### src/rtl/kth_partition_into_n_parts_top_defines.svh
// Assertion macros for the fixed-count partition unranking block.
// Used by kth_partition_into_n_parts_top; relies on clk and rst_n in scope.
`ifndef KTH_PARTITION_INTO_N_PARTS_TOP_DEFINES_SVH
`define KTH_PARTITION_INTO_N_PARTS_TOP_DEFINES_SVH
`ifndef NO_ASSERTIONS
// Same-cycle implication, sampled on clk, off during reset.
`define KTHP_CHECK_SAME(label, ante, cons, msg) \
    label: assert property (@(posedge clk) disable iff (!rst_n) (ante) |-> (cons)) \
        else $error(msg);
// Next-cycle implication, sampled on clk, off during reset.
`define KTHP_CHECK_NEXT(label, ante, cons, msg) \
    label: assert property (@(posedge clk) disable iff (!rst_n) (ante) |=> (cons)) \
        else $error(msg);
`else
`define KTHP_CHECK_SAME(label, ante, cons, msg)
`define KTHP_CHECK_NEXT(label, ante, cons, msg)
`endif
`endif

### src/rtl/kthp_pkg.sv
// Shared types, constants and the microcode table of the partition unranking block.
// No dependencies; imported by kthp_seq, kthp_dp and the top level.
package kthp_pkg;

    localparam int MAX_PARTS = 16;
    localparam int SUM_WIDTH = 8;
    localparam int SUM_LIMIT = (SUM_WIDTH >= 8) ? 255 : ((1 << SUM_WIDTH) - 1);

    localparam int TOTAL_W = 8;
    localparam int PARTS_W = 5;
    localparam int IDX_W   = 32;
    localparam int DEPTH_W = $clog2(MAX_PARTS + 1);
    localparam int ADDR_W  = $clog2(MAX_PARTS);
    localparam int PROD_W  = TOTAL_W + DEPTH_W;

    typedef struct packed {
        logic [TOTAL_W-1:0] total;
        logic [PARTS_W-1:0] part_count;
        logic [IDX_W-1:0]   target_index;
    } kthp_in_t;

    typedef struct packed {
        logic [TOTAL_W-1:0] part_value;
        logic               found;
        logic               last;
    } kthp_out_t;

    // Step codes of the microprogram
    localparam int STEP_W = 4;
    localparam logic [STEP_W-1:0] ST_IDLE  = 4'd0;
    localparam logic [STEP_W-1:0] ST_CHECK = 4'd1;
    localparam logic [STEP_W-1:0] ST_ENTER = 4'd2;
    localparam logic [STEP_W-1:0] ST_PUSH  = 4'd3;
    localparam logic [STEP_W-1:0] ST_LEAF  = 4'd4;
    localparam logic [STEP_W-1:0] ST_BACK  = 4'd5;
    localparam logic [STEP_W-1:0] ST_POP   = 4'd6;
    localparam logic [STEP_W-1:0] ST_EMIT  = 4'd7;
    localparam logic [STEP_W-1:0] ST_MISS  = 4'd8;

    // Branch conditions
    localparam int COND_W = 3;
    localparam logic [COND_W-1:0] C_ALWAYS  = 3'd0;
    localparam logic [COND_W-1:0] C_START   = 3'd1;
    localparam logic [COND_W-1:0] C_BAD     = 3'd2;
    localparam logic [COND_W-1:0] C_LEAF    = 3'd3;
    localparam logic [COND_W-1:0] C_HIT     = 3'd4;
    localparam logic [COND_W-1:0] C_NEXT_OK = 3'd5;
    localparam logic [COND_W-1:0] C_ROOT    = 3'd6;
    localparam logic [COND_W-1:0] C_LAST    = 3'd7;

    // Datapath operations
    localparam int OP_W = 4;
    localparam logic [OP_W-1:0] OP_NONE    = 4'd0;
    localparam logic [OP_W-1:0] OP_LOAD    = 4'd1;
    localparam logic [OP_W-1:0] OP_HI      = 4'd2;
    localparam logic [OP_W-1:0] OP_PUSH    = 4'd3;
    localparam logic [OP_W-1:0] OP_DEC_IDX = 4'd4;
    localparam logic [OP_W-1:0] OP_HIT     = 4'd5;
    localparam logic [OP_W-1:0] OP_DEC_CUR = 4'd6;
    localparam logic [OP_W-1:0] OP_POP     = 4'd7;
    localparam logic [OP_W-1:0] OP_EMIT    = 4'd8;
    localparam logic [OP_W-1:0] OP_MISS    = 4'd9;

    typedef struct packed {
        logic [COND_W-1:0] cond;
        logic [OP_W-1:0]   op_t;
        logic [STEP_W-1:0] next_t;
        logic [OP_W-1:0]   op_f;
        logic [STEP_W-1:0] next_f;
    } ucode_t;

    // Datapath flags seen by the sequencer
    typedef struct packed {
        logic bad;
        logic leaf;
        logic hit;
        logic next_ok;
        logic root;
        logic last;
    } kthp_stat_t;

    // Microprogram ROM: one control word per step
    function automatic ucode_t ucode_word(input logic [STEP_W-1:0] step);
        ucode_t w;
        case (step)
            ST_IDLE:  w = '{C_START,   OP_LOAD,    ST_CHECK, OP_NONE,    ST_IDLE};
            ST_CHECK: w = '{C_BAD,     OP_NONE,    ST_MISS,  OP_NONE,    ST_ENTER};
            ST_ENTER: w = '{C_LEAF,    OP_HI,      ST_LEAF,  OP_HI,      ST_PUSH};
            ST_PUSH:  w = '{C_ALWAYS,  OP_PUSH,    ST_ENTER, OP_PUSH,    ST_ENTER};
            ST_LEAF:  w = '{C_HIT,     OP_HIT,     ST_EMIT,  OP_DEC_IDX, ST_BACK};
            ST_BACK:  w = '{C_NEXT_OK, OP_DEC_CUR, ST_PUSH,  OP_NONE,    ST_POP};
            ST_POP:   w = '{C_ROOT,    OP_NONE,    ST_MISS,  OP_POP,     ST_BACK};
            ST_EMIT:  w = '{C_LAST,    OP_EMIT,    ST_IDLE,  OP_EMIT,    ST_EMIT};
            ST_MISS:  w = '{C_ALWAYS,  OP_MISS,    ST_IDLE,  OP_MISS,    ST_IDLE};
            default:  w = '{C_ALWAYS,  OP_NONE,    ST_IDLE,  OP_NONE,    ST_IDLE};
        endcase
        return w;
    endfunction

endpackage

### src/rtl/kthp_seq.sv
// Microcode sequencer: step counter, ROM lookup and conditional branch.
// Depends on kthp_pkg (ucode_word, step/condition/op codes, kthp_stat_t).
module kthp_seq
    import kthp_pkg::*;
(
    input  logic              clk,
    input  logic              rst_n,
    input  logic              start,
    input  kthp_stat_t        stat,
    output logic [OP_W-1:0]   op,
    output logic              busy
);

    logic [STEP_W-1:0] step_reg;
    logic [STEP_W-1:0] step_next;
    ucode_t            word;
    logic              taken;

    assign word = ucode_word(step_reg);

    always_comb
    begin
        case (word.cond)
            C_ALWAYS:  taken = 1'b1;
            C_START:   taken = start;
            C_BAD:     taken = stat.bad;
            C_LEAF:    taken = stat.leaf;
            C_HIT:     taken = stat.hit;
            C_NEXT_OK: taken = stat.next_ok;
            C_ROOT:    taken = stat.root;
            C_LAST:    taken = stat.last;
            default:   taken = 1'b1;
        endcase
    end

    assign op        = taken ? word.op_t   : word.op_f;
    assign step_next = taken ? word.next_t : word.next_f;
    assign busy      = (step_reg != ST_IDLE);

    always_ff @(posedge clk or negedge rst_n)
    begin
        if (!rst_n)
        begin
            step_reg <= ST_IDLE;
        end
        else
        begin
            step_reg <= step_next;
        end
    end

endmodule

### src/rtl/kthp_dp.sv
// Search datapath: request registers, part stack, remainder and rank counters, result register.
// Depends on kthp_pkg (payload structs, op codes, widths).
module kthp_dp
    import kthp_pkg::*;
(
    input  logic            clk,
    input  logic            rst_n,
    input  logic [OP_W-1:0] op,
    input  kthp_in_t        request,
    output kthp_stat_t      stat,
    output kthp_out_t       result,
    output logic            strobe
);

    logic [TOTAL_W-1:0] total_reg;
    logic [PARTS_W-1:0] k_reg;
    logic [IDX_W-1:0]   idx_reg;
    logic [DEPTH_W-1:0] d_reg;
    logic [TOTAL_W-1:0] rem_reg;
    logic [TOTAL_W-1:0] cur_reg;
    logic [TOTAL_W-1:0] stack_reg [MAX_PARTS];
    kthp_out_t          result_reg;
    logic               strobe_reg;
    logic               strobe_next;

    logic [DEPTH_W-1:0] left;
    logic [DEPTH_W-1:0] left_m1;
    logic [DEPTH_W-1:0] d_m1;
    logic [TOTAL_W-1:0] cap;
    logic [TOTAL_W-1:0] hi;
    logic [TOTAL_W-1:0] dec_v;
    logic [PROD_W-1:0]  prod;
    logic [ADDR_W-1:0]  rd_addr;
    logic [TOTAL_W-1:0] rd_data;
    logic               at_last;

    // Parts still to place at this level, and the largest value that leaves one for each
    assign left    = DEPTH_W'(k_reg) - d_reg;
    assign left_m1 = left - DEPTH_W'(1);
    assign cap     = rem_reg - TOTAL_W'(left_m1);
    assign hi      = (cur_reg < cap) ? cur_reg : cap;

    // Next smaller candidate must still cover the remainder with left parts
    assign dec_v = cur_reg - TOTAL_W'(1);
    assign prod  = PROD_W'(dec_v) * PROD_W'(left);

    assign d_m1    = d_reg - DEPTH_W'(1);
    assign rd_addr = (op == OP_POP) ? d_m1[ADDR_W-1:0] : d_reg[ADDR_W-1:0];
    assign rd_data = stack_reg[rd_addr];
    assign at_last = (d_reg == (DEPTH_W'(k_reg) - DEPTH_W'(1)));

    always_comb
    begin
        stat.bad     = (k_reg == '0) || (int'(k_reg) > MAX_PARTS) || (total_reg == '0)
                       || (int'(total_reg) > SUM_LIMIT) || (TOTAL_W'(k_reg) > total_reg);
        stat.leaf    = (left == DEPTH_W'(1));
        stat.hit     = (idx_reg == '0);
        stat.next_ok = (cur_reg > TOTAL_W'(1)) && (prod >= PROD_W'(rem_reg));
        stat.root    = (d_reg == '0);
        stat.last    = at_last;
    end

    // Control registers
    always_ff @(posedge clk or negedge rst_n)
    begin
        if (!rst_n)
        begin
            d_reg      <= '0;
            strobe_reg <= 1'b0;
        end
        else
        begin
            strobe_reg <= strobe_next;
            case (op)
                OP_LOAD: d_reg <= '0;
                OP_PUSH: d_reg <= d_reg + DEPTH_W'(1);
                OP_HIT:  d_reg <= '0;
                OP_POP:  d_reg <= d_m1;
                OP_EMIT: d_reg <= d_reg + DEPTH_W'(1);
                default: d_reg <= d_reg;
            endcase
        end
    end

    assign strobe_next = (op == OP_EMIT) || (op == OP_MISS);

    // Payload registers
    always_ff @(posedge clk)
    begin
        case (op)
            OP_LOAD:
            begin
                total_reg <= request.total;
                k_reg     <= request.part_count;
                idx_reg   <= request.target_index;
                rem_reg   <= request.total;
                cur_reg   <= request.total;
            end
            OP_HI:      cur_reg <= hi;
            OP_PUSH:
            begin
                stack_reg[d_reg[ADDR_W-1:0]] <= cur_reg;
                rem_reg <= rem_reg - cur_reg;
            end
            OP_DEC_IDX: idx_reg <= idx_reg - IDX_W'(1);
            OP_HIT:     stack_reg[d_reg[ADDR_W-1:0]] <= cur_reg;
            OP_DEC_CUR: cur_reg <= dec_v;
            OP_POP:
            begin
                cur_reg <= rd_data;
                rem_reg <= rem_reg + rd_data;
            end
            OP_EMIT:    result_reg <= '{part_value: rd_data, found: 1'b1, last: at_last};
            OP_MISS:    result_reg <= '{part_value: '0, found: 1'b0, last: 1'b1};
            default:    ;
        endcase
    end

    assign result = result_reg;
    assign strobe = strobe_reg;

endmodule

### src/rtl/kth_partition_into_n_parts_top.sv
// Timing: a bad request goes from the check step straight to the miss result; a rank-0 request
// of k parts walks enter and push steps down to its leaf, then emits its parts back to back.
// Every node the depth-first walk passes over on the way to the rank adds a parent back step,
// push, enter, leaf check, final back step and pop; the walk sets the time.
// Throughput: one transaction at a time; the next start is taken as the last result shows.
// Reset: rst_n (async, low) idles the sequencer and clears the strobe; no receiver stall.
`include "kth_partition_into_n_parts_top_defines.svh"
module kth_partition_into_n_parts_top
    import kthp_pkg::*;
(
    input  logic      clk,
    input  logic      rst_n,
    input  logic      start,
    output logic      busy,
    input  kthp_in_t  request,
    output kthp_out_t result,
    output logic      strobe
);

    // The search walks partitions depth first, largest part first, with each
    // candidate bounded above by the part before it and by what the remaining
    // parts need, and below by what they can still cover. Every visited node
    // therefore leads to a partition, and each leaf counts the rank down.

    logic [OP_W-1:0] op;
    kthp_stat_t      stat;

    // Step counter and control ROM: pick one datapath operation per cycle
    kthp_seq u_seq (
        .clk   (clk),
        .rst_n (rst_n),
        .start (start),
        .stat  (stat),
        .op    (op),
        .busy  (busy)
    );

    // Part stack, remainder, rank counter and result register
    kthp_dp u_dp (
        .clk     (clk),
        .rst_n   (rst_n),
        .op      (op),
        .request (request),
        .stat    (stat),
        .result  (result),
        .strobe  (strobe)
    );

    // An accepted transaction must take the sequencer out of idle
    `KTHP_CHECK_NEXT(a_accept_busy, start && !busy, busy, "accepted transaction left block idle")
    // Returning to idle always coincides with the final result of the transaction
    `KTHP_CHECK_SAME(a_idle_last, $fell(busy), strobe && result.last, "idle without final result")
    // A not-found result is a single zero item
    `KTHP_CHECK_SAME(a_miss_form, strobe && !result.found,
                     result.last && (result.part_value == '0), "malformed not-found result")
    // Nothing follows the final item right away
    `KTHP_CHECK_NEXT(a_last_gap, strobe && result.last, !strobe, "result after final item")

endmodule
### config.mk
export PLATFORM = sky130hd
export DESIGN_NAME = kth_partition_into_n_parts_top
export DESIGN_NICKNAME = d
export VERILOG_FILES = /design/src/rtl/kthp_pkg.sv /design/src/rtl/kthp_seq.sv /design/src/rtl/kthp_dp.sv /design/src/rtl/kth_partition_into_n_parts_top.sv
export VERILOG_INCLUDE_DIRS = /design/src /design/src/rtl
export SDC_FILE = /design/constraint.sdc
export NUM_CORES = 1
export LEC_CHECK = 0
export BUFFER_PORTS_ARGS = -buffer_cell sky130_fd_sc_hd__buf_2
export CORE_MARGIN = 2
export CORE_UTILIZATION = 45
export CTS_CLUSTER_SIZE = 8
export DETAILED_ROUTE_END_ITERATION = 16
export GPL_ROUTABILITY_DRIVEN = 0
export PLACE_DENSITY = 0.67
export SKIP_LAST_GASP = 1
export SYNTH_ARGS = -nofsm -noshare
export SYNTH_HDL_FRONTEND = slang
export SYNTH_SLANG_ARGS = --single-unit
### constraint.sdc
create_clock -name clk -period 27.3 [get_ports clk]
set_input_delay 1.365 -clock clk [delete_from_list [all_inputs] [get_ports clk]]
set_output_delay 1.365 -clock clk [all_outputs]
set_load 0.05 [all_outputs]
==> Yosys cells after proc, flatten, opt, wreduce, memory -nomap -nowiden <==
Memories as Yosys holds them, arrays and structs flattened.
Cells that the tools add are included.
{ "totals": {"register_bits": 81, "latch_bits": 0, "mem_bits_rw": 128, "mem_bits_ro": 288, "out_inout_bits": 12, "wordCells": 83, "mem_count": 2} }
{ "op_classes": {"n_addsub": 10, "multipliers": 1, "div_mod_pow": 0, "n_lt_le_gt_ge": 5, "n_eq_ne": 19, "shift": 0, "muxes": 15, "bitwise": 1, "reduce_logical": 19} }
{ "mem_list": {"columns": ["memory", "words", "width", "rd", "rd_clocked_by_memory_dff", "write_ports", "line_no", "text"], "rows": [
  ["(name not given)", 16, 18, 1, 0, 0, "kthp_pkg.sv:85", "case (step)"],
  ["u_dp.stack_reg", 16, 8, 1, 0, 1, "kthp_dp.sv:21", "logic [TOTAL_W-1:0] stack_reg [MAX_PARTS];"]
]} }
{ "op_table": {"columns": ["operator", "count"], "rows": [
  ["$pmux 32 s2", 1],
  ["$logic_not 32->1", 1],
  ["$pmux 8 s4", 1],
  ["$sub 32x1->32 const B", 1],
  ["$pmux 8 s3", 1],
  ["$pmux 10 s2", 1],
  ["$eq 4x3->1 const B", 4],
  ["$mux 8", 2],
  ["$pmux 5 s3", 1],
  ["$sub 5x1->5 const B", 3],
  ["$ge 13x8->1", 1],
  ["$mul 8x5->13", 1],
  ["$eq 3x3->1 const B", 4],
  ["$mux 4", 3],
  ["$logic_not 5->1", 2],
  ["$add 8x8->8", 1],
  ["$eq 4x2->1 const B", 2],
  ["$eq 4x4->1 const B", 2],
  ["$gt 5x8->1", 1],
  ["$gt 8x1->1 const B", 1],
  ["$logic_not 8->1", 1],
  ["$lt 8x8->1", 1],
  ["$pmux 1 s8", 1],
  ["$reduce_bool 4->1", 2],
  ["21 further kinds", 31]
]} }

==> Longest topological paths before layout <==
Gate-level depths: netlist of the first run.
An unclocked memory read counts as a cell.
{ "logic_depth": {"depth_word": 11, "depth_mapped": 51} }

==> Hierarchy <==
Synthesis of the first run repeated with hierarchy kept, for this count alone.
{ "hier_totals": {"hier_cells": 1071, "area_unflattened_um2": 12503.2} }
{ "by_module_without_submodules": {"columns": ["mod", "instances", "cells_per_inst", "area_per_inst_um2", "seq_area_each_um2"], "rows": [
  ["kthp_dp", 1, 1003, 11913.9, 6125.9],
  ["kthp_seq", 1, 68, 589.3, 100.1]
]} }

==> Least setup slack after synthesis of the first run <==
No wires, ideal clock.
{ "synth_path": {"path_type": "register to register", "startpoint": "register u_dp.d_reg[2]", "endpoint": "register u_dp.rem_reg[7], data pin", "setup_ns": 0.130, "t_arrival_ns": 10.449, "setup_slack_ns": 16.721, "stages_incl_launch_ff": 49, "path_buffers": 5, "period_less_slack_ns": 10.579, "path_cell_list": "dfrtp_1 > inv_1 > clkbuf_1 > ha_1 > a21o_1 > a21oi_1 > xor2_1 > nor2_1 > fa_1 > fa_1 > inv_1 > fa_1 > inv_1 > ha_1 > o21ai_0 > o21ai_0 > a22oi_1 > ha_1 > [... 13 more ...] > clkbuf_1 > clkinv_1 > clkbuf_1 > mux2i_1 > o22ai_1 > a21o_1 > ha_1 > a21o_1 > a21o_1 > a21o_1 > a21oi_1 > o21bai_1 > a21oi_1 > xnor2_1 > or2_2 > a211oi_1 > a21oi_1 > nand2_1"} }
{ "synth_via": {"elab_chain_cells": 11, "word_cells_on_any_way": 17, "classes_between": "add/sub (3); mul (1); order compare (1); eq/ne (5); mux (4); reduce/logical (2); memory (1)"} }
{ "synth_rtl": {"columns": ["item", "line_no", "text"], "rows": [
  ["start: declaration", "kthp_dp.sv:18", "logic [DEPTH_W-1:0] d_reg;"],
  ["start signal: assignment", "kthp_dp.sv:76", "OP_PUSH: d_reg <= d_reg + DEPTH_W'(1);"],
  ["start signal: assignment", "kthp_dp.sv:78", "OP_POP: d_reg <= d_m1;"],
  ["start signal: assignment", "kthp_dp.sv:79", "OP_EMIT: d_reg <= d_reg + DEPTH_W'(1);"],
  ["$sub 5x5->5", "kthp_dp.sv:38", "assign left = DEPTH_W'(k_reg) - d_reg;"],
  ["$mul 8x5->13", "kthp_dp.sv:45", "assign prod = PROD_W'(dec_v) * PROD_W'(left);"],
  ["$ge 13x8->1", "kthp_dp.sv:58", "stat.next_ok = (cur_reg > TOTAL_W'(1)) && (prod >= PROD_W'(rem_reg));"],
  ["$logic_and 1x1->1", "kthp_dp.sv:58", null],
  ["$pmux 1 s8", "kthp_seq.sv:23", "case (word.cond)"],
  ["$mux 4", "kthp_seq.sv:36", "assign op = taken ? word.op_t : word.op_f;"],
  ["$eq 4x3->1", "kthp_dp.sv:48, kthp_dp.sv:90", null],
  ["$mux 4", "kthp_dp.sv:48", "assign rd_addr = (op == OP_POP) ? d_m1[ADDR_W-1:0] : d_reg[ADDR_W-1:0];"],
  ["$mem_v2 16x8", null, null],
  ["$add 8x8->8", "kthp_dp.sv:111", "rem_reg <= rem_reg + rd_data;"],
  ["$pmux 8 s3 (*)", "kthp_dp.sv:90", "case (op)"],
  ["end signal: assignment", "kthp_dp.sv:96", "rem_reg <= request.total;"],
  ["end signal: assignment", "kthp_dp.sv:103", "rem_reg <= rem_reg - cur_reg;"],
  ["end signal: assignment", "kthp_dp.sv:111", null],
  ["end: declaration", "kthp_dp.sv:19", "logic [TOTAL_W-1:0] rem_reg;"]
]} }
Mark *: on every way between the ends. The rest lies on a longest branch, timed or not.
A chain may end at the register's enable or synchronous reset.

==> Final worst setup path of the first run <==
{ "layout_path": {"startpoint": "register u_dp.d_reg[1]", "endpoint": "register u_dp.rem_reg[7], data pin"} }
Same word-level chain as after synthesis.

==> results of run 1 <==
critical path, delay by kind of cell, from the launching register on:
family,cells,cell delay (ns)
fa+ha+maj,8,3.58
compound gates,20,4.26
flops,1,0.65
mux,1,0.42
simple gates,7,2.01
buf+inv,5,1.74
xor+xnor,2,0.78
stage by stage:
stage	cells	area [um2]	hold slack, ns
after floorplan	1109	12600	0.482
after global placement	1512	13300	0.509
after detailed placement	1512	13300	0.521
after CTS	1553	14100	0.526
after global routing	1553	14100	0.554
final	1553	14100	0.531
layout make-up:
class	count	area [um2]	share of cell area (%)
Multi-Input combinational cell	792	5990	42.4
Inverter	69	259	1.83
Clock inverter	2	33.8	0.239
Clock buffer	39	805	5.70
Sequential cell	209	6230	44.1
Tap cell	378	473	3.35
Timing Repair Buffer	64	333	2.36
cells by family (layout without fill, tap and decap cells):
kind of cell,count (synthesis),count (layout)
flops,209,209
xor+xnor,60,60
mux,54,54
fa+ha+maj,96,96
simple gates,361,361
compound gates,221,221
buf+inv,108,174
Yosys cell counts, types with 12 or more instances:
| master | count |
|---|---|
| a21o_1 | 20 |
| edfxtp_1 | 199 |
| nand3_1 | 19 |
| a31oi_1 | 12 |
| nor2_1 | 140 |
| nand2_1 | 76 |
| clkbuf_1 | 31 |
| nor3_1 | 30 |
| and3_1 | 12 |
| o21ai_0 | 36 |
| nand2b_1 | 17 |
| xor2_1 | 17 |
| xnor2_1 | 42 |
| fa_1 | 21 |
| mux2i_1 | 29 |
| inv_1 | 67 |
| o22ai_1 | 17 |
| or2_2 | 12 |
| a21oi_1 | 56 |
| mux4_2 | 20 |
| ha_1 | 75 |
metal layers:
metal,up-vias,global-route usage (%),part of all wire (%)
li1,4213,-,-
met1,4368,28.9,43
met2,387,34.7,47
met3,71,3.04,7.1
met4,0,7.41,3.4
met5,-,0,0
how the worst min path moves through the flow:
stage	endpoint	slack [ns]	depth (start not counted)	start
5_1_grt	u_dp.d_reg[4]$_DFFE_PN0P_	0.55	1	u_dp.d_reg[4]$_DFFE_PN0P_
2_1_floorplan	u_dp.d_reg[4]$_DFFE_PN0P_	0.48	1	u_dp.d_reg[4]$_DFFE_PN0P_
6_report	u_dp.d_reg[4]$_DFFE_PN0P_	0.53	1	u_dp.d_reg[4]$_DFFE_PN0P_
4_1_cts	u_dp.d_reg[4]$_DFFE_PN0P_	0.53	1	u_dp.d_reg[4]$_DFFE_PN0P_
3_5_place_dp	u_dp.d_reg[4]$_DFFE_PN0P_	0.52	1	u_dp.d_reg[4]$_DFFE_PN0P_
3_3_place_gp	u_dp.d_reg[4]$_DFFE_PN0P_	0.51	1	u_dp.d_reg[4]$_DFFE_PN0P_
==> out/metrics.yaml, run 1 <==
fin_crit_ns: 13.59
worst_pin_slew_ns: 1.16
finalSetupViolCount: 0
drive_above_1_share_pct: 13.1
synth_top_family_by_area: "simple AND/OR/NAND/NOR gates"
clk_latency_ns: 0.56
setup_slack_ns: 13.71
wl_um: 31000
synthSimpleGateAreaFrac_pct: 13.7
yosysWarnings: 0
crit_fanout: 23
synth-seq-area-share_pct: 49.3
grt_pass1_vias: 8539
grt_pass1_wl_um: 47900
postSynthCellCount: 1109
dieArea_um2: 29400
fin_crit_sh_pct: 49.8
pre_cts_ws_ns: 13.87
grt_antenna_before_repair: 0
final_core_util_pct: 51.0
fin_nets: 1310
hold_path.class: "reg2reg"
post_drt_wl_per_cell_um: 20.0
portBuffers: 59
synth_xor_area_share_pct: 4.31
max_slew_margin_pct: 21.8
cts_setup_buffers: 0
cts_repair_resize_count: 0
cts-root-buf: "clkbuf_16"
synth_mux_area_share_pct: 6.67
dp_hpwl_um: 22100
drtAntennaViolNets: 0
max_freq_ghz: 0.0736
drt_first_pass_iters: 5
grt_overflow: 0
clk_path_buf_depth: 3
diodes: 0
die_w_um: 171
drc: 0
hold_viol_final: 0
clk_pin_slew_ns: 0.06
final_common_cell: "edfxtp_1"
synth_ff_type: "edfxtp_1"
viasPerCell: 5.82
ios: 60
synth_fa_ha_area_share_pct: 10.8
syn_area_um2: 12600
crit_path_frequent_cell: "a21o_1"
synth_top_area_share_pct: 47.3
vias: 9039
r2r_cells: 43
h-tree-depth: 1
num-fill-cells: 2433
fin_skew_ns: 0.0180
syn_area_per_cell_um2: 11.4
start_util_pct: 45.6
crit_path_max_incr_delay_ns: 0.72
rows: 61
path_class: "reg2reg"
grt_max_degree: 64
syn_nets: 1253
worstReg2RegEnd: "u_dp.rem_reg[7]$_DFFE_PP_"
track_usage_pct: 21.2
ys_top_cells_by_area: "edfxtp_1 47%, ha_1 7.4%, nor2_1 4.2%"
slew_viol_final: 0
mostFrequentLayoutCells: "199 x edfxtp_1, 140 x nor2_1, 76 x nand2_1, 75 x ha_1, 67 x inv_1"
fp.coreArea_um2: 27700
r2r_setup_slack_ns: 13.71
cts_tree: "built"
crit_arrival_ns: 14.01
startpoint_type: "register"
area_delta_synth_final_pct: 11.9
ys_ff_latch: 209
synth_edf_count: 199
outcome: "complete, no violations"
cp-end-kind: "register"
tns_ns: 0
synth_compound_area_share_pct: 11.8
postSynth.asyncResetShare_pct: 4.78
drv_cap: 0
clock-sinks: 209
startpoint: "u_dp.d_reg[1]$_DFFE_PN0P_"
required_ns: 27.72
regToRegStartpoint: "u_dp.d_reg[1]$_DFFE_PN0P_"
synthDistinctLibCells: 77
die_h_um: 171
largest_reg_flops: 128
timing.critical_path.to: "u_dp.rem_reg[7]$_DFFE_PP_"
yosysTopAreaCell: "edfxtp_1"
tritoncts.num_buffers: 30
cts_hold_buf: 0
cpMaxStageDelayCell: "nand2_1"
rsz0062_at_grt: "no"
drtIter0Drc: 920
Power of run 1 is left out: the tool's default activity adds up to more than one toggle a clock period on the data nets, which glitch-free logic cannot reach.
==> run 2, diff against run 1 <==
==> constraint.sdc (replaced) <==
create_clock -name clk -period 12.6 [get_ports clk]
set_input_delay 0.63 -clock clk [delete_from_list [all_inputs] [get_ports clk]]
set_output_delay 0.63 -clock clk [all_outputs]
set_load 0.05 [all_outputs]
==> out/metrics.yaml, run 2 (same netlist as run 1, synthesis figures left out) <==
drt_first_pass_iters: 5  # unchanged
num-fill-cells: 2427  # -0.25%
rsz0062_at_grt: "no"
fin_crit_ns: 11.96  # -1.63 ns
fin_area_um2: 14200  # +0.90%
fin_crit_sh_pct: 94.9  # +45 points
largest_reg_flops: 128  # unchanged
dieArea_um2: 29400  # unchanged
path_class: "reg2reg"
die_w_um: 171  # unchanged
met3_usage_pct: 3.66  # +0.62 points
clk_path_buf_depth: 3  # unchanged
grt_antenna_before_repair: 0  # unchanged
final_common_cell: "edfxtp_1"
gr-max-usage-layer: "met2"
outcome: "complete, no violations"
crit_path_max_incr_delay_ns: 0.84  # +0.12 ns
mostFrequentLayoutCells: "199 x edfxtp_1, 140 x nor2_1, 76 x nand2_1, 75 x ha_1, 67 x inv_1"
max_freq_ghz: 0.0836  # +14%
fin_skew_ns: 0.0329  # +0.0149 ns
vias: 9079  # +0.44%
cp-end-kind: "register"
hold_path.class: "in2reg"
max_slew_margin_pct: 24.0  # +2.3 points
drc: 0  # unchanged
die_h_um: 171  # unchanged
drtIter0Drc: 816  # -11%
start_util_pct: 45.6  # unchanged
clk_latency_ns: 0.57  # about the same
met1_usage_pct: 29.2  # +0.32 points
cpMaxStageDelayCell: "xnor2_1"
grt_pass1_wl_um: 49300  # +2.8%
ios: 60  # unchanged
worst_pin_slew_ns: 1.13  # -0.0334 ns
met2_usage_pct: 35.6  # +0.96 points
crit_fanout: 18  # -22%
track_usage_pct: 21.7  # +0.49 points
clk_pin_slew_ns: 0.06  # about the same
slew_viol_final: 0  # unchanged
postPlaceCellArea_um2: 13400  # +0.61%
wl_um: 32000  # +3.1%
h-tree-depth: 1  # unchanged
cts_tree: "built"
drtAntennaViolNets: 0  # unchanged
cts-root-buf: "clkbuf_16"
drive_above_1_share_pct: 14.1  # +0.99 points
finalSetupViolCount: 0  # unchanged
grt_overflow: 0  # unchanged
clock-sinks: 209  # unchanged
diodes: 0  # unchanged
dp_hpwl_um: 22500  # +1.7%
fin_nets: 1321  # +0.84%
startpoint_type: "register"
viasPerCell: 5.81  # -0.20%
rows: 61  # unchanged
portBuffers: 59  # unchanged
required_ns: 13.03  # -14.69 ns
tns_ns: 0  # unchanged
drv_cap: 0  # unchanged
area_delta_synth_final_pct: 12.9
grt_pass1_vias: 8950  # +4.8%
crit_arrival_ns: 12.38  # -1.63 ns
hold_viol_final: 0  # unchanged
tritoncts.num_buffers: 30  # unchanged
grt_max_degree: 64  # unchanged
fp.coreArea_um2: 27700  # unchanged
post_drt_wl_per_cell_um: 20.5  # +2.4%
-- run 2: cell types whose count changed in the layout (fill, tap and decap cells not counted), sizes merged --
cell         delta
buf             +9
bufinv          +1
xnor2           +1
dlygate4sd3     +1
clkbuf          -2
-- run 2: per-layer routing --
| layer | share of wire, % | routed length [um] |
|---|---|---|
| met1 | 43 | 13600 |
| met2 | 47 | 15000 |
| met3 | 7.4 | 2360 |
| met4 | 3.2 | 1020 |
| met5 | 0 | 0 |
-- run 2: what timing repair did --
item / in CTS / in global routing
hold endpoints to repair: 10 / 0
endpoints found under the setup margin: 0 / 1
buffers inserted: 0 / 0
gates resized for setup: 0 / 2
hold buffers: 1 / 0
-- run 2: stage by stage --
stage / util (%) / hold WS, ns / instances / setup WS, ns
after floorplan: - / 0.334 / 1109 / 2.02
after global placement: 48.2 / 0.524 / 1521 / 0.981
after detailed placement: 48.2 / 0.527 / 1521 / 0.715
after CTS: 51.3 / 0.246 / 1562 / 0.631
after global routing: 51.4 / 0.242 / 1563 / 0.0292
final: 51.4 / 0.260 / 1563 / 0.643
-- run 2: area by class of cell --
class | instances | area (um2) | area share, %
sequential | 209 | 6230 | 43.7
clock buffer | 37 | 777 | 5.45
timing repair buffer | 74 | 410 | 2.88
clock inverter | 3 | 65.1 | 0.457
inverter | 69 | 259 | 1.82
multi-input combinational | 793 | 6040 | 42.4
tap | 378 | 473 | 3.32
-- run 2: path summary, 6_finish.rpt --
check,start,endpoint,slack [ns],depth (start not counted)
setup / recovery,u_dp.d_reg[1]$_DFFE_PN0P_,u_dp.rem_reg[7]$_DFFE_PP_,0.64,42
hold / removal,request[32],u_dp.k_reg[0]$_DFFE_PP_,0.26,1
setup reg to reg,u_dp.d_reg[1]$_DFFE_PN0P_,u_dp.rem_reg[7]$_DFFE_PP_,0.64,42
hold reg to reg,u_dp.d_reg[4]$_DFFE_PN0P_,u_dp.d_reg[4]$_DFFE_PN0P_,0.55,1
max in group asynchronous,rst_n,u_dp.strobe$_DFF_PN0_,11.87,2
min in group asynchronous,rst_n,u_seq.step_reg[2]$_DFF_PN0_,0.50,2
-- run 2: worst max-delay path, delay by kind of cell (launching register included) --
kind | cells | cell delay [ns]
adder cells (fa/ha/maj) | 8 | 3.24
flip-flops | 1 | 0.67
AND/OR/NAND/NOR | 8 | 1.69
buffers and inverters | 6 | 1.33
multiplexers | 1 | 0.43
XOR/XNOR | 2 | 0.96
AO/OA/AOI/OAI | 17 | 3.49
Power of run 2 is left out for the same reason.
==> run 3, diff against run 2 <==
--- a/config.mk
+++ b/config.mk
@@ -7,8 +7,10 @@
 export NUM_CORES = 1
 export LEC_CHECK = 0
 export BUFFER_PORTS_ARGS = -buffer_cell sky130_fd_sc_hd__buf_2
+export CAP_MARGIN = 0
 export CORE_MARGIN = 2
 export CORE_UTILIZATION = 45
+export CTS_CLUSTER_DIAMETER = 120
 export CTS_CLUSTER_SIZE = 8
 export DETAILED_ROUTE_END_ITERATION = 16
 export GPL_ROUTABILITY_DRIVEN = 0
==> constraint.sdc (replaced) <==
create_clock -name clk -period 12.8 [get_ports clk]
set_input_delay 0.64 -clock clk [delete_from_list [all_inputs] [get_ports clk]]
set_output_delay 0.64 -clock clk [all_outputs]
set_load 0.05 [all_outputs]
==> out/metrics.yaml, run 3 (same netlist as run 1, synthesis figures left out) <==
outcome: "complete, no violations"
fin_crit_sh_pct: 93.8  # -1.1 points
fin_skew_ns: 0.0277  # -0.00518 ns
seq_area_um2: 6230  # unchanged
diodes: 0  # unchanged
fin_crit_ns: 12.01  # +0.0540 ns
ios: 60  # unchanged
slew_viol_final: 0  # unchanged
crit_arrival_ns: 12.44  # +0.06 ns
cts_setup_buffers: 0  # unchanged
dp_hpwl_um: 22600  # +0.51%
clock-sinks: 209  # unchanged
cpMaxStageDelayCell: "dfrtp_1"
rows: 61  # unchanged
h-tree-depth: 1  # unchanged
required_ns: 13.23  # +0.20 ns
cts_repair_resize_count: 0  # unchanged
crit_path_max_incr_delay_ns: 0.68  # -0.16 ns
drc: 0  # unchanged
startpoint_type: "register"
tns_ns: 0  # unchanged
start_util_pct: 45.6  # unchanged
cts_hold_buf: 1  # unchanged
clk_pin_slew_ns: 0.06  # about the same
dieArea_um2: 29400  # unchanged
die_h_um: 171  # unchanged
drive_above_1_share_pct: 13.9  # -0.17 points
fin_nets: 1321  # unchanged
grt_antenna_before_repair: 0  # unchanged
rsz0062_at_grt: "no"
largest_reg_flops: 128  # unchanged
grt_pass1_vias: 8864  # -0.96%
cp-end-kind: "register"
grt_max_degree: 64  # unchanged
vias: 9126  # +0.52%
track_usage_pct: 21.6  # -0.061 points
path_class: "reg2reg"
max_freq_ghz: 0.0833  # -0.45%
cts_tree: "built"
grt_overflow: 0  # unchanged
clk_path_buf_depth: 3  # unchanged
area_delta_synth_final_pct: 12.7
final_common_cell: "edfxtp_1"
hold_path.class: "in2reg"
portBuffers: 59  # unchanged
num-fill-cells: 2401  # -1.1%
die_w_um: 171  # unchanged
finalSetupViolCount: 0  # unchanged
fp.coreArea_um2: 27700  # unchanged
drt_first_pass_iters: 5  # unchanged
grt_pass1_wl_um: 48900  # -0.73%
clk_latency_ns: 0.58  # about the same
mostFrequentLayoutCells: "199 x edfxtp_1, 140 x nor2_1, 76 x nand2_1, 75 x ha_1, 67 x inv_1"
multi_input_area_um2: 6010  # -0.52%
drtAntennaViolNets: 0  # unchanged
viasPerCell: 5.84  # +0.52%
cts-root-buf: "clkbuf_16"
wl_um: 31700  # -0.84%
crit_fanout: 20  # +2
drv_cap: 0  # unchanged
post_drt_wl_per_cell_um: 20.3  # -0.84%
max_slew_margin_pct: 24.1  # +0.054 points
hold_viol_final: 0  # unchanged
drtIter0Drc: 756  # -7.4%
worst_pin_slew_ns: 1.13  # -0.000798 ns
tritoncts.num_buffers: 30  # unchanged
## run 3: cell types whose count changed in the layout (fill, tap and decap cells not counted), sizes merged
cell	before	now
xnor2	44	43
buf	73	74
## run 3: final cells by class
| cell class | instances | area share [%] |
|---|---|---|
| tap | 378 | 3.33 |
| timing repair buffer | 75 | 2.94 |
| inverter | 69 | 1.82 |
| clock inverter | 3 | 0.457 |
| sequential | 209 | 43.8 |
| clock buffer | 37 | 5.46 |
| multi-input combinational | 792 | 42.2 |
## run 3: worst paths after layout
path	cells past startpoint	start	slack (ns)	to
hold reg to reg	1	u_dp.d_reg[4]$_DFFE_PN0P_	0.55	u_dp.d_reg[4]$_DFFE_PN0P_
setup reg to reg	42	u_dp.d_reg[1]$_DFFE_PN0P_	0.79	u_dp.rem_reg[7]$_DFFE_PP_
min in group asynchronous	2	rst_n	0.51	u_dp.strobe$_DFF_PN0_
max in group asynchronous	2	rst_n	12.05	u_dp.d_reg[3]$_DFFE_PN0P_
hold / removal	1	request[33]	0.26	u_dp.k_reg[1]$_DFFE_PP_
setup / recovery	42	u_dp.d_reg[1]$_DFFE_PN0P_	0.79	u_dp.rem_reg[7]$_DFFE_PP_
## run 3: per-stage QoR
stage               util [%]  setup slack (ns)  area (um2)  hold WS, ns  cells
floorplan                  -              2.22       12600        0.344   1109
global placement        48.3              1.22       13400        0.516   1522
detailed placement      48.3             0.958       13400        0.536   1522
CTS                     51.3             0.903       14200        0.245   1563
global route            51.3            0.0336       14200        0.252   1563
finish                  51.3             0.789       14200        0.263   1563
## run 3: routing by layer
metal / global-route usage [%] / up-vias / share of wire (%) / wire length (um)
li1: - / 4231 / - / -
met1: 29.3 / 4474 / 44 / 13900
met2: 35.4 / 347 / 47 / 14800
met3: 3.47 / 74 / 6.2 / 1980
met4: 7.30 / 0 / 3.1 / 997
met5: 0 / - / 0 / 0
## run 3: worst max-delay path, delay by kind of cell (launching register included)
family / cells / cell delay [ns]
adder cells (fa/ha/maj): 7 / 3.03
XOR/XNOR: 3 / 1.39
buffers and inverters: 5 / 1.01
AND/OR/NAND/NOR: 8 / 1.82
flip-flops: 1 / 0.68
multiplexers: 1 / 0.54
AO/OA/AOI/OAI: 18 / 3.41
Power of run 3 is left out for the same reason.
